==> src/rtl/hdu_pkg.sv <==
package hdu_pkg;

    localparam int unsigned PERIOD_W = 16;
    localparam int unsigned SHIFT_W  = 10;
    localparam int unsigned COUNT_W  = 4;

    localparam logic [PERIOD_W-1:0] BIT_PERIOD_RESET = 16'd104;
    localparam logic [COUNT_W-1:0]  FRAME_BITS       = 4'd10;

    // link mode codes; the unused code behaves as idle
    localparam logic [1:0] MODE_IDLE = 2'd0;
    localparam logic [1:0] MODE_RX   = 2'd1;
    localparam logic [1:0] MODE_TX   = 2'd2;

    typedef struct packed {
        logic [1:0]          mode;
        logic [COUNT_W-1:0]  bits_left;
        logic [SHIFT_W-1:0]  shift;
        logic [PERIOD_W-1:0] tick_count;
        logic                prev_rx;
        logic                line_out;
    } t_state;

    typedef struct packed {
        logic       tx_level;
        logic       tx_accepted;
        logic       tx_done;
        logic       rx_done;
        logic [7:0] rx_byte;
        logic       rx_frame_error;
        logic       busy_res;
    } t_result;

endpackage

==> src/rtl/half_duplex_uart_8n1.sv <==
// Half-duplex 8N1 UART, one input transaction per bit-timing tick.
// The result of a transaction is loaded into the output register when it is accepted
//   and held there while stalled; the output register is the only stage.
// Throughput: one transaction per cycle unless a stalled result is still waiting.
// Reset (synchronous, active low): idle, both lines high, bit period 104, output empty.
module half_duplex_uart_8n1 (
    input  logic        i_clk,
    input  logic        i_rst_n,
    // input channel
    input  logic        i_in_valid,
    output logic        o_in_stall,
    input  logic        i_rx_level,
    input  logic        i_tx_request,
    input  logic [7:0]  i_tx_data,
    // result channel
    output logic        o_out_valid,
    input  logic        i_out_stall,
    output logic        o_tx_level,
    output logic        o_tx_accepted,
    output logic        o_tx_done,
    output logic        o_rx_done,
    output logic [7:0]  o_rx_byte,
    output logic        o_rx_frame_error,
    output logic        o_busy_res,
    // configuration channel: bit period
    input  logic        i_cfg_valid,
    output logic        o_cfg_ready,
    input  logic [15:0] i_cfg_bit_period
);

    logic                         in_accept;
    logic [hdu_pkg::PERIOD_W-1:0] r_bit_period;
    hdu_pkg::t_state              r_state;
    hdu_pkg::t_state              n_state;
    hdu_pkg::t_result             r_result;
    hdu_pkg::t_result             n_result;
    logic                         r_out_valid;

    // Hold the input only while a finished result is still waiting downstream.
    assign o_in_stall  = r_out_valid && i_out_stall;
    assign in_accept   = i_in_valid && !o_in_stall;
    // The user must configure only while idle; the block does not enforce this and ties o_cfg_ready high.
    assign o_cfg_ready = 1'b1;

    // One tick of the link: timer, framing and shift logic.
    hdu_step u_step (
        .i_state      (r_state),
        .i_bit_period (r_bit_period),
        .i_rx_level   (i_rx_level),
        .i_tx_request (i_tx_request),
        .i_tx_data    (i_tx_data),
        .o_state      (n_state),
        .o_result     (n_result)
    );

    // Link state: advance only on an accepted transaction.
    always_ff @(posedge i_clk) begin
        if (!i_rst_n) begin
            r_state.mode       <= hdu_pkg::MODE_IDLE;
            r_state.bits_left  <= '0;
            r_state.shift      <= '0;
            r_state.tick_count <= '0;
            r_state.prev_rx    <= 1'b1;
            r_state.line_out   <= 1'b1;
        end else if (in_accept) begin
            r_state <= n_state;
        end
    end

    // Bit period register.
    always_ff @(posedge i_clk) begin
        if (!i_rst_n) begin
            r_bit_period <= hdu_pkg::BIT_PERIOD_RESET;
        end else if (i_cfg_valid && o_cfg_ready) begin
            r_bit_period <= i_cfg_bit_period;
        end
    end

    // Output register: load on accept, hold while stalled, drop once taken.
    always_ff @(posedge i_clk) begin
        if (!i_rst_n) begin
            r_out_valid <= 1'b0;
        end else begin
            r_out_valid <= in_accept || (r_out_valid && i_out_stall);
        end
    end

    always_ff @(posedge i_clk) begin
        if (in_accept) begin
            r_result <= n_result;
        end
    end

    assign o_out_valid      = r_out_valid;
    assign o_tx_level       = r_result.tx_level;
    assign o_tx_accepted    = r_result.tx_accepted;
    assign o_tx_done        = r_result.tx_done;
    assign o_rx_done        = r_result.rx_done;
    assign o_rx_byte        = r_result.rx_byte;
    assign o_rx_frame_error = r_result.rx_frame_error;
    assign o_busy_res       = r_result.busy_res;

endmodule

==> src/rtl/hdu_step.sv <==
module hdu_step (
    input  hdu_pkg::t_state                   i_state,
    input  logic [hdu_pkg::PERIOD_W-1:0]      i_bit_period,
    input  logic                              i_rx_level,
    input  logic                              i_tx_request,
    input  logic [7:0]                        i_tx_data,
    output hdu_pkg::t_state                   o_state,
    output hdu_pkg::t_result                  o_result
);

    logic                          fires;
    logic [hdu_pkg::PERIOD_W-1:0]  half_period;

    assign fires       = (i_state.tick_count <= 16'd1);
    assign half_period = {1'b0, i_bit_period[hdu_pkg::PERIOD_W-1:1]};

    always_comb begin
        o_state         = i_state;
        o_result        = '0;
        o_state.prev_rx = i_rx_level;
        unique case (i_state.mode)
            hdu_pkg::MODE_RX: begin
                if (!fires) begin
                    o_state.tick_count = i_state.tick_count - 16'd1;
                end else if (i_state.bits_left == '0) begin
                    // frame check: start low, stop high
                    o_result.rx_done = 1'b1;
                    if (!i_state.shift[0] && i_state.shift[9]) begin
                        o_result.rx_byte = i_state.shift[8:1];
                    end else begin
                        o_result.rx_frame_error = 1'b1;
                    end
                    o_state.mode = hdu_pkg::MODE_IDLE;
                end else begin
                    o_state.shift      = {i_rx_level, i_state.shift[hdu_pkg::SHIFT_W-1:1]};
                    o_state.bits_left  = i_state.bits_left - 4'd1;
                    o_state.tick_count = i_bit_period;
                end
            end
            hdu_pkg::MODE_TX: begin
                if (!fires) begin
                    o_state.tick_count = i_state.tick_count - 16'd1;
                end else if (i_state.bits_left == '0) begin
                    o_result.tx_done = 1'b1;
                    o_state.line_out = 1'b1;
                    o_state.mode     = hdu_pkg::MODE_IDLE;
                end else begin
                    o_state.line_out   = i_state.shift[0];
                    o_state.shift      = {1'b0, i_state.shift[hdu_pkg::SHIFT_W-1:1]};
                    o_state.bits_left  = i_state.bits_left - 4'd1;
                    o_state.tick_count = i_bit_period;
                end
            end
            default: begin
                if (i_state.prev_rx && !i_rx_level) begin
                    o_state.mode       = hdu_pkg::MODE_RX;
                    o_state.shift      = '0;
                    o_state.bits_left  = hdu_pkg::FRAME_BITS;
                    o_state.tick_count = half_period;
                end else if (i_tx_request) begin
                    o_result.tx_accepted = 1'b1;
                    o_state.mode         = hdu_pkg::MODE_TX;
                    o_state.shift        = {1'b1, i_tx_data, 1'b0};
                    o_state.bits_left    = hdu_pkg::FRAME_BITS;
                    o_state.tick_count   = half_period;
                    o_state.line_out     = 1'b1;
                end
            end
        endcase
        o_result.tx_level = o_state.line_out;
        o_result.busy_res = (o_state.mode == hdu_pkg::MODE_RX) ||
                            (o_state.mode == hdu_pkg::MODE_TX);
    end

endmodule

==> config.mk <==
export PLATFORM = sky130hd
export DESIGN_NAME = half_duplex_uart_8n1
export DESIGN_NICKNAME = d
export VERILOG_FILES = /design/src/rtl/hdu_pkg.sv /design/src/rtl/half_duplex_uart_8n1.sv /design/src/rtl/hdu_step.sv
export SDC_FILE = /design/constraint.sdc
export NUM_CORES = 1
export LEC_CHECK = 0
export ABC_AREA = 1
export BUFFER_PORTS_ARGS = -buffer_cell sky130_fd_sc_hd__buf_2
export CORE_ASPECT_RATIO = 1.1
export CORE_MARGIN = 5
export CORE_UTILIZATION = 40
export CTS_BUF_LIST = sky130_fd_sc_hd__clkbuf_8
export CTS_CLUSTER_SIZE = 40
export DETAILED_ROUTE_END_ITERATION = 10
export PLACE_DENSITY_LB_ADDON = 0.12
export SYNTH_ARGS = -nofsm -noshare
export SYNTH_HDL_FRONTEND = slang
export SYNTH_HIERARCHICAL = 1
export SYNTH_SLANG_ARGS = --single-unit
==> constraint.sdc <==
create_clock -name i_clk -period 4.8 [get_ports i_clk]
set_clock_uncertainty 0.1 [all_clocks]
set_input_delay 0.24 -clock i_clk [delete_from_list [all_inputs] [get_ports i_clk]]
set_output_delay 0.24 -clock i_clk [all_outputs]
set_load 0.1 [all_outputs]
# After elaboration in Yosys (flattened, before gate mapping)
# Cells that the tools add are included.
classes:
  eq_ne: 10
  reduce_logical: 18
  n_mux: 20
  n_lt_le_gt_ge: 1
  add_sub_neg: 2
ops:
  columns: ["operator", "count"]
  rows:
  - ["$mux 16", 4]
  - ["$mux 32", 2]
  - ["$pmux 32 s2", 1]
  - ["$mux 30", 2]
  - ["$le 16x1->1 const B", 1]
  - ["$sub 16x1->16 const B", 1]
  - ["$mux 10", 1]
  - ["$mux 8", 1]
  - ["$reduce_and 4->1", 2]
  - ["$mux 1", 7]
  - ["$ne 3x3->1 const B", 2]
  - ["$reduce_and 6->1", 1]
  - ["$eq 2x1->1 const B", 2]
  - ["$eq 2x2->1 const B", 2]
  - ["$logic_and 1x1->1", 4]
  - ["$logic_not 4->1", 1]
  - ["$ne 2x1->1 const B", 2]
  - ["$ne 2x2->1 const B", 2]
  - ["$reduce_and 2->1", 2]
  - ["$reduce_bool 4->1", 1]
  - ["$sub 4x1->4 const B", 1]
  - ["$logic_not 1->1", 3]
  - ["$reduce_and 3->1", 1]
  - ["$reduce_or 3->1", 1]
  - ["3 further kinds", 4]
totals:
  regBits: 65
  output_inout_bits: 17
  wordCells: 66

# Longest topological paths before layout
# Gate-level depths: netlist of the first run.
depth:
  word_depth: 6
  depth_mapped: 16

# Modules after synthesis
# The synthesis of the first run kept the hierarchy.
modules_own_cells:
  columns: ["mod", "seq_area_each_um2", "cells_per_inst", "instances", "area_each_um2"]
  rows:
  - ["half_duplex_uart_8n1", 1441.4, 310, 1, 2646.3]
  - ["hdu_step", 0.0, 347, 1, 1711.6]

# Worst setup path after synthesis of the first run
# OpenSTA, ideal clock, no wires.
synth_timing:
  path_kind: "register to output"
  start: "register r_out_valid, in the netlist o_out_valid"
  end: "output port o_in_stall"
  n_path_buf: 1
  arrival_ns: 1.902
  path_stages_with_launch: 4
  required_time_ns: 4.460
  slack_ns: 2.558
  path_cell_list: "dfxtp_1 > nand2_2 > buf_6 > inv_1"
synth_via:
  elab_chain_len: 1
synth_rtl:
  columns: ["element", "line_no", "source"]
  rows:
  - ["from (decl)", "half_duplex_uart_8n1.sv:37", "logic r_out_valid;"]
  - ["from (signal assigned)", "half_duplex_uart_8n1.sv:84", "r_out_valid <= in_accept || (r_out_valid && i_out_stall);"]
  - ["$logic_and 1x1->1", "half_duplex_uart_8n1.sv:40", "assign o_in_stall = r_out_valid && i_out_stall;"]
  - ["to (decl)", "half_duplex_uart_8n1.sv:11", "output logic o_in_stall,"]
# Every way passes these cells.

==> metrics.yaml, run 1 <==
drtIter0Drc: 247
layout.cells.non_filler: 849
cp_max_fo: 21
synth_top_family_by_area: "simple AND/OR/NAND/NOR gates"
rsz0062_at_grt: "no"
antenna_cells: 0
register_area_sq_um: 1440
r2r_cells: 10
cts_tree: "done"
synth-edff-count: 14
wirelength_mm: 11.4
holdPathStages: 3
status: "finished, final reports clean"
grtUsageMet2_pct: 29.9
postLayoutCoreUtil_pct: 45.3
min_period_ps: 3030
cts_buffer_depth: 2
synth_warnings: 6
grt.overflow.total: 0
clkLatencyLatePin_ps: 360
synthCells: 657
cts-root-buf: "clkbuf_8"
synth_fa_ha_area_share_pct: 1.44
critPathArrivalTime_ps: 3230
synth.area.mux_share_pct: 0
synth_cell_types: 38
dp_hpwl_mm: 7.76
start_util_pct: 40.3
grt_use_met3_pct: 3.74
worst_path_largest_cell_delay_ps: 800
cp_slowest_cell: "ha_1"
yosys-top-cells-count: "nand2_1, nor2_1, inv_1, nand3_1, dfxtp_1"
met1_usage_pct: 23.6
post_drt_via_cell_ratio: 5.01
syn_area_sq_um: 4360
p_total_mw: 1.66
cts_resized: 0
die_y_um: 119
synth-simple-area-share_pct: 34.7
yosys-top-cells-area: "dfxtp_1, nand2_1, edfxtp_1, nor2_1, nand3_1"
fp.coreArea_sq_um: 10800
multi_input_area_sq_um: 2320
relSlewSlack_pct: 41.7
placed_cell_area_sq_um: 4550
first_global_vias: 4139
critPathKind: "flop to flop"
grt_usage_pct: 18.4
synth_area_per_cell_sq_um: 6.63
gp_congestion: 0.918
setup_viol: 0
htree_levels: 3
fmax_mhz: 330
synthFlopType: "dfxtp_1"
maxCapViolations: 0
drt-wirelength-per-cell_um: 13.4
antenna_found_initial: 0
row_count: 40
cts.sinks: 65
final_cell_area_sq_um: 4900
synth_top_area_share_pct: 23.4
dpl.cell_count: 820
grt_start_max_net_pins: 69
io_buffers: 46
syn_to_final_growth_pct: 12.3
finalHoldViolations: 0
tightest_slew_ps: 871
cts_setup_buffers: 0
fillerInstances: 1143
path_buf_inv: 2
clkTransAtPathRegs_ps: 70
path_depth: 10
cts_buffers: 9
drive_gt1_share_pct: 15.4
crit_chain: "inv_1 -> ha_1 -> nand2_1 -> nor2_1 -> a22oi_1 -> o211ai_1 -> inv_1 -> nand3_1 -> nand2_1 -> nor2_1"
synth_xor_area_share_pct: 0.201
die_area_sq_um: 13100
final.setup.tns_ps: 0
detail-route-antenna-nets: 0
post-synth-top-area-cell: "dfxtp_1"
cp-end-kind: "flop"
drv_slew: 0
vias: 4252
irDropWorstVdd_mv: 0.126
post-synth-top-count-cell: "nand2_1"
die_w_um: 110
cp_top_family: "simple AND/OR/NAND/NOR gates"
grt_pass1_wl_mm: 19.3
gr-max-usage-layer: "met2"
io_pins: 48
post-route-period-util_pct: 63.1
synth.yosys.seq_area_share_pct: 33.1
synthesis.nets: 693
start_kind: "flop"
fin_nets: 733
async_flop_share_pct: 0
ys_seq_elements: 65
worstPathRequired_ps: 5000
leakage_nw: 2.27
hp-class: "input port to flop"
synth_compound_area_share_pct: 16.8
drcViolationCount: 0
first_pass_iters: 4
cellPowerDensity_nw_per_um2: 339
## cells in the final DEF (no fill, tap or decap), types with 2 or more instances in the layout
cell type / count
nor2_1: 101
ha_1: 5
nor2_4: 3
buf_4: 3
clkbuf_8: 9
clkinv_2: 2
inv_2: 5
inv_1: 88
edfxtp_1: 14
nand4_1: 5
nor3_1: 9
buf_2: 46
nand2_2: 3
nand3_1: 73
clkinv_4: 2
a22oi_1: 8
nand2_1: 137
nor2_2: 7
o21a_1: 2
nand3_2: 2
dlygate4sd3_1: 13
o211ai_1: 23
a21oi_1: 22
bufinv_16: 2
dfxtp_1: 51
o21ai_0: 23
o21ai_1: 11
a21oi_2: 20
## where the power goes
group / internal, mW / switching, mW
clock: 0.292 / 0.236
combinational: 0.155 / 0.331
sequential: 0.601 / 0.0434
## flip-flops by register name (all words and copies together) (netlist names)
name,count
o_out_valid,1
o_rx_byte,8
o_tx_accepted,1
o_busy_res,1
o_tx_level,1
r_state,34
r_bit_period,16
o_rx_frame_error,1
o_tx_done,1
o_rx_done,1
## logic make-up after synthesis
| logic type | Yosys count |
|---|---|
| buf+inv | 127 |
| other cells | 1 |
| fa+ha+maj | 5 |
| xor+xnor | 1 |
| compound gates | 113 |
| simple gates | 345 |
| flops | 65 |
## routing by layer
layer,part of all wire [%],wire [um]
met1,46,5180
met2,48,5420
met5,0,0
met4,2.0,223
met3,4.8,549
## worst register-to-register path: stages, from the launching register on
cell and delay (ps):
dfxtp_1 380, inv_1 80, ha_1 800, nand2_1 220, nor2_1 720, a22oi_1 220
o211ai_1 160, inv_1 60, nand3_1 70, nand2_1 60, nor2_1 100
## final timing paths
kind                       start  slack, ps              end
max                  r_state[32]       1770      r_state[19]
min          i_cfg_bit_period[4]          8  r_bit_period[4]
max reg2reg          r_state[32]       1770      r_state[19]
min reg2reg           r_state[1]        370       r_state[1]
## layout make-up
cell class / instances / area share, %
tap: 147 / 3.76
clock buffer: 9 / 2.53
multi-input combinational: 465 / 47.3
sequential: 65 / 29.4
inverter: 94 / 7.21
clock inverter: 7 / 1.94
timing repair buffer: 62 / 7.82
## through the flow
stage                     hold WS, ps  setup WS [ps]
final                            8.20           1770
after global routing             27.3           1440
after detailed placement          355           1860
after global placement            344           1950
after CTS                        1.46           1800
after floorplan                   266           2560
## what timing repair did
action,CTS,global route
endpoints found under the hold margin,13,0
setup endpoints to repair,0,0
hold buffers,13,0
Note: power is estimated with default switching activity, not from simulation.
==> inputs of run 2 (changes only) <==
==> constraint.sdc (replaced) <==
create_clock -name i_clk -period 2.7 [get_ports i_clk]
set_clock_uncertainty 0.1 [all_clocks]
set_input_delay 0.135 -clock i_clk [delete_from_list [all_inputs] [get_ports i_clk]]
set_output_delay 0.135 -clock i_clk [all_outputs]
set_load 0.1 [all_outputs]
==> run 2 against run 1 <==
First-iteration DRC count rose by 16%. Cell count rose by 1.1%. Fmax rose by 26%. Clock-buffer cell count did not move. Critical path depth rose by 2. Sequential power rose by 77%. Via count rose by 0.40%. Flip-flop and latch count did not move. Hold slack improved by 13 ps. Final area rose by 1.8%. Critical endpoint is now r_state[20]. Largest cell class unchanged. Largest power group unchanged.
==> metrics.yaml, run 2 (synthesized netlist as in run 1, its figures left out) <==
p_seq_share_pct: 38.5
die_w_um: 110
die_y_um: 119
cts_setup_buffers: 0
row_count: 40
grt.overflow.total: 0
post-route-period-util_pct: 89.4
vias: 4269
rsz0062_at_grt: "no"
cts_resized: 0
clkLatencyLatePin_ps: 350
gr-max-usage-layer: "met2"
cp-end-kind: "flop"
swShare_pct: 36.8
hp-class: "input port to flop"
grt_pass1_wl_mm: 20.1
setup_slack_ps: 287
tightest_slew_ps: 949
cts_tree: "done"
dp_hpwl_mm: 8.22
fin_nets: 742
finalHoldViolations: 0
holdPathStages: 4
htree_levels: 3
status: "finished, final reports clean"
worst_path_largest_cell_delay_ps: 390
r2r_cells: 12
cp_max_fo: 9
grt_use_met3_pct: 2.55
largest_reg_flops: 34
clkTransAtPathRegs_ps: 80
cts_buffers: 9
fmax_mhz: 414
io_buffers: 46
p_int_mw: 1.88
setup_viol: 0
switchingPower_mw: 1.09
critPathKind: "flop to flop"
start_util_pct: 40.3
met1_usage_pct: 24.3
dp_slack_ps: 325
cts-root-buf: "clkbuf_8"
relSlewSlack_pct: 36.7
io_pins: 48
whs_endpoint: "o_out_valid"
drcViolationCount: 0
critPathArrivalTime_ps: 2570
worstPathRequired_ps: 2850
cts.sinks: 65
drtIter0Drc: 287
die_area_sq_um: 13100
syn_to_final_growth_pct: 14.4
drive_gt1_share_pct: 15.9
detail-route-antenna-nets: 0
power_frac_clock_pct: 31.5
crit_chain: "inv_1 -> ha_1 -> inv_1 -> nor2_1 -> nand2_1 -> clkinv_1 -> a22oi_1 -> o211ai_1 -> inv_1 -> nand3_1 -> nand2_1 -> nor2_1"
antenna_found_initial: 0
layout_commonest_cell: "nand2_1"
cts_buffer_depth: 2
grt_start_max_net_pins: 52
first_global_vias: 4104
top_register: "r_state"
r2r-start: "r_state[32]"
post_drt_via_cell_ratio: 4.98
wirelength_mm: 12.0
grtUsageMet2_pct: 33.7
antenna_cells: 0
final.setup.tns_ps: 0
layout_common_cells: "nand2_1, nor2_1, inv_1"
p_comb_share_pct: 30.0
fp.coreArea_sq_um: 10800
drt-wirelength-per-cell_um: 14.0
leakage_nw: 2.30
grt_usage_pct: 19.2
r2r_end: "r_state[20]"
first_pass_iters: 4
cp_common_cell: "inv_1"
rrSetupSlack_ps: 290
maxCapViolations: 0
min_period_ps: 2410
cellPowerDensity_nw_per_um2: 595
cp_slowest_cell: "dfxtp_1"
drv_slew: 0
min_from: "i_out_stall"
irDropWorstVdd_mv: 0.299
postLayoutCoreUtil_pct: 46.1
gp_congestion: 0.882
start_kind: "flop"
run 2: cell count changes in the layout (fill, tap and decap cells not counted):
cell,change
clkinv_2,-1
dlygate4sd3_1,+4
buf_12,+1
buf_4,+4
clkinvlp_4,+3
clkinv_4,-2
run 2: final cells by class:
cell class              instances  area, sq um
inverters                      94          353
flip-flops and latches         65         1440
fillers                      1154         5820
multi-input cells             465         2320
clock buffers                   9          124
clock inverters                 7         95.1
well taps                     147          184
repair buffers                 71          473
run 2: per-stage QoR:
stage,hold WS (ps),area (sq um),cells,power [mW]
after CTS,18.4,4990,858,2.99
after detailed placement,251,4600,825,2.03
after global routing,67.5,4990,858,3.16
after floorplan,161,4360,657,1.86
after global placement,246,4600,825,2.02
final,21.2,4990,858,2.97
run 2: power by group through the flow:
stage / clock network, mW / registers [mW] / logic [mW]
final: 0.934 / 1.14 / 0.891
after CTS: 0.959 / 1.14 / 0.890
after detailed placement: 0 / 1.17 / 0.867
after floorplan: 0 / 1.25 / 0.610
after global routing: 1.01 / 1.15 / 1.00
after global placement: 0 / 1.17 / 0.859
run 2: how the worst max path moves through the flow:
stage	cells past startpoint	start	slack, ps	to
after floorplan	4	o_out_valid	470	o_out_valid
after global placement	12	r_state[32]	430	r_state[23]
after detailed placement	12	r_state[32]	330	r_state[20]
after CTS	12	r_state[32]	310	r_state[20]
after global routing	12	r_state[32]	90	r_state[22]
final	12	r_state[32]	290	r_state[20]
run 2: layer usage:
| layer | vias to the layer above | wire length (um) | share of wire (%) |
|---|---|---|---|
| li1 | 2221 | - | - |
| met1 | 1943 | 5480 | 46 |
| met2 | 92 | 5890 | 49 |
| met3 | 13 | 486 | 4.0 |
| met4 | 0 | 157 | 1.3 |
| met5 | - | 0 | 0 |
run 2: timing repair:
| action | 4_1_cts | 5_1_grt |
|---|---|---|
| hold buffers | 17 | 0 |
| endpoints found under the setup margin | 0 | 0 |
| hold endpoints to repair | 17 | 0 |
run 2: worst max-delay path: cells and delay by family, from the launching register on:
kind	cells	cell delay (ps)
fa+ha+maj	1	360
compound gates	2	370
flops	1	390
simple gates	5	440
buf+inv	4	650
==> inputs of run 3 (changes only) <==
--- a/config.mk
+++ b/config.mk
@@ -13,6 +13,7 @@
 export CTS_BUF_LIST = sky130_fd_sc_hd__clkbuf_8
 export CTS_CLUSTER_SIZE = 40
 export DETAILED_ROUTE_END_ITERATION = 10
+export MAX_ROUTING_LAYER = met4
 export PLACE_DENSITY_LB_ADDON = 0.12
 export SYNTH_ARGS = -nofsm -noshare
 export SYNTH_HDL_FRONTEND = slang
==> run 3 against run 2 <==
Wire length shrank 1.4%. Cell count grew 0.12%. Non-clock buffer count grew 1. Hold slack gained 3.6 ps. Clock-buffer cell count grew 1. Critical path type unchanged.
==> metrics.yaml, run 3 (synthesized netlist as in run 1, its figures left out) <==
setup_slack_ps: 371
min_period_ps: 2330
first_pass_iters: 7
row_count: 40
status: "finished, final reports clean"
fp.coreArea_sq_um: 10800
hp-class: "input port to flop"
post_drt_via_cell_ratio: 5.04
grt.overflow.total: 0
vias: 4327
swShare_pct: 35.2
layout_common_cells: "nand2_1, nor2_1, inv_1"
setup_viol: 0
cts.sinks: 65
grt_pass1_wl_mm: 19.4
cts_tree: "done"
cp_max_fo: 9
layout.cells.non_filler: 859
start_util_pct: 40.3
gp_congestion: 0.904
p_comb_share_pct: 28.7
cts_buffers: 9
worstPathRequired_ps: 2840
drive_gt1_share_pct: 16.0
grt_start_max_net_pins: 52
top_register: "r_state"
first_global_vias: 4000
power_frac_clock_pct: 34.3
cellPowerDensity_nw_per_um2: 616
fmax_mhz: 429
drcViolationCount: 0
leakage_nw: 2.33
htree_levels: 3
die_area_sq_um: 13100
detail-route-antenna-nets: 0
drtIter0Drc: 227
wirelength_mm: 11.9
critPathKind: "flop to flop"
p_seq_share_pct: 37.1
io_buffers: 46
largest_reg_flops: 34
finalHoldViolations: 0
post-route-period-util_pct: 86.3
relSlewSlack_pct: 35.5
critPathArrivalTime_ps: 2470
antenna_found_initial: 0
fin_nets: 743
die_y_um: 119
drt-wirelength-per-cell_um: 13.8
clkTransAtPathRegs_ps: 80
irDropWorstVdd_mv: 0.286
tightest_slew_ps: 967
dp_hpwl_mm: 8.34
clkLatencyLatePin_ps: 350
cts_setup_buffers: 0
p_int_mw: 2.00
cts-root-buf: "clkbuf_8"
cts_buffer_depth: 2
layout_commonest_cell: "nand2_1"
rsz0062_at_grt: "no"
io_pins: 48
switchingPower_mw: 1.09
drv_slew: 0
dp_slack_ps: 403
final.setup.tns_ps: 0
start_kind: "flop"
grt_usage_pct: 19.0
cp-end-kind: "flop"
syn_to_final_growth_pct: 15.1
maxCapViolations: 0
fillerInstances: 1177
antenna_cells: 0
whs_ps: 24.8
die_w_um: 110
dpl.cell_count: 826
[run 3: critical path, cell delays in order (launching register included)]
cell and delay (ps):
dfxtp_1 390, inv_1 80, ha_1 350, inv_1 200, nor2_1 90, nand2_1 120, clkinv_1 260, a22oi_1 240
o211ai_1 110, inv_1 60, nand3_1 70, nand2_1 90, nor2_1 50
[run 3: layout make-up]
class                           instances  area (sq um)  share of cell area (%)
Clock buffer                           10           138                    2.74
Clock inverter                          6           115                    2.30
Inverter                               94           353                    7.04
Multi-Input combinational cell        465          2320                    46.2
Sequential cell                        65          1440                    28.7
Tap cell                              147           184                    3.67
Timing Repair Buffer                   72           468                    9.33
[run 3: metrics by stage]
| stage | power, mW | cell area, sq um | utilization (%) |
|---|---|---|---|
| 2_1_floorplan | 1.86 | 4360 | - |
| 3_3_place_gp | 2.02 | 4590 | 42.5 |
| 3_5_place_dp | 2.03 | 4590 | 42.5 |
| 4_1_cts | 3.11 | 5010 | 46.4 |
| 5_1_grt | 3.26 | 5010 | 46.4 |
| 6_report | 3.09 | 5010 | 46.4 |
[run 3: worst paths after layout]
path / from / end / slack, ps / cells past startpoint
hold / removal: i_out_stall / o_out_valid / 20 / 4
setup / recovery: r_state[32] / r_state[24] / 370 / 12
hold reg to reg: r_state[1] / r_state[1] / 380 / 2
setup reg to reg: r_state[32] / r_state[24] / 370 / 12
[run 3: per-layer routing]
| layer | GRT usage (%) | wire length, um |
|---|---|---|
| met3 | 3.20 | 525 |
| met1 | 23.8 | 5480 |
| met2 | 31.6 | 5740 |
| met5 | - | 0 |
| met4 | 4.68 | 110 |
[run 3: timing repair]
item | in CTS | in global routing
hold buffers | 17 | 0
endpoints found under the hold margin | 17 | 0
resized for setup | 0 | 0
setup endpoints to repair | 0 | 0
[run 3: power by group through the flow]
stage / logic [mW] / clock network, mW / registers [mW]
6_report: 0.886 / 1.06 / 1.14
5_1_grt: 0.993 / 1.12 / 1.16
4_1_cts: 0.887 / 1.08 / 1.14
3_5_place_dp: 0.865 / 0 / 1.17
3_3_place_gp: 0.856 / 0 / 1.17
2_1_floorplan: 0.610 / 0 / 1.25
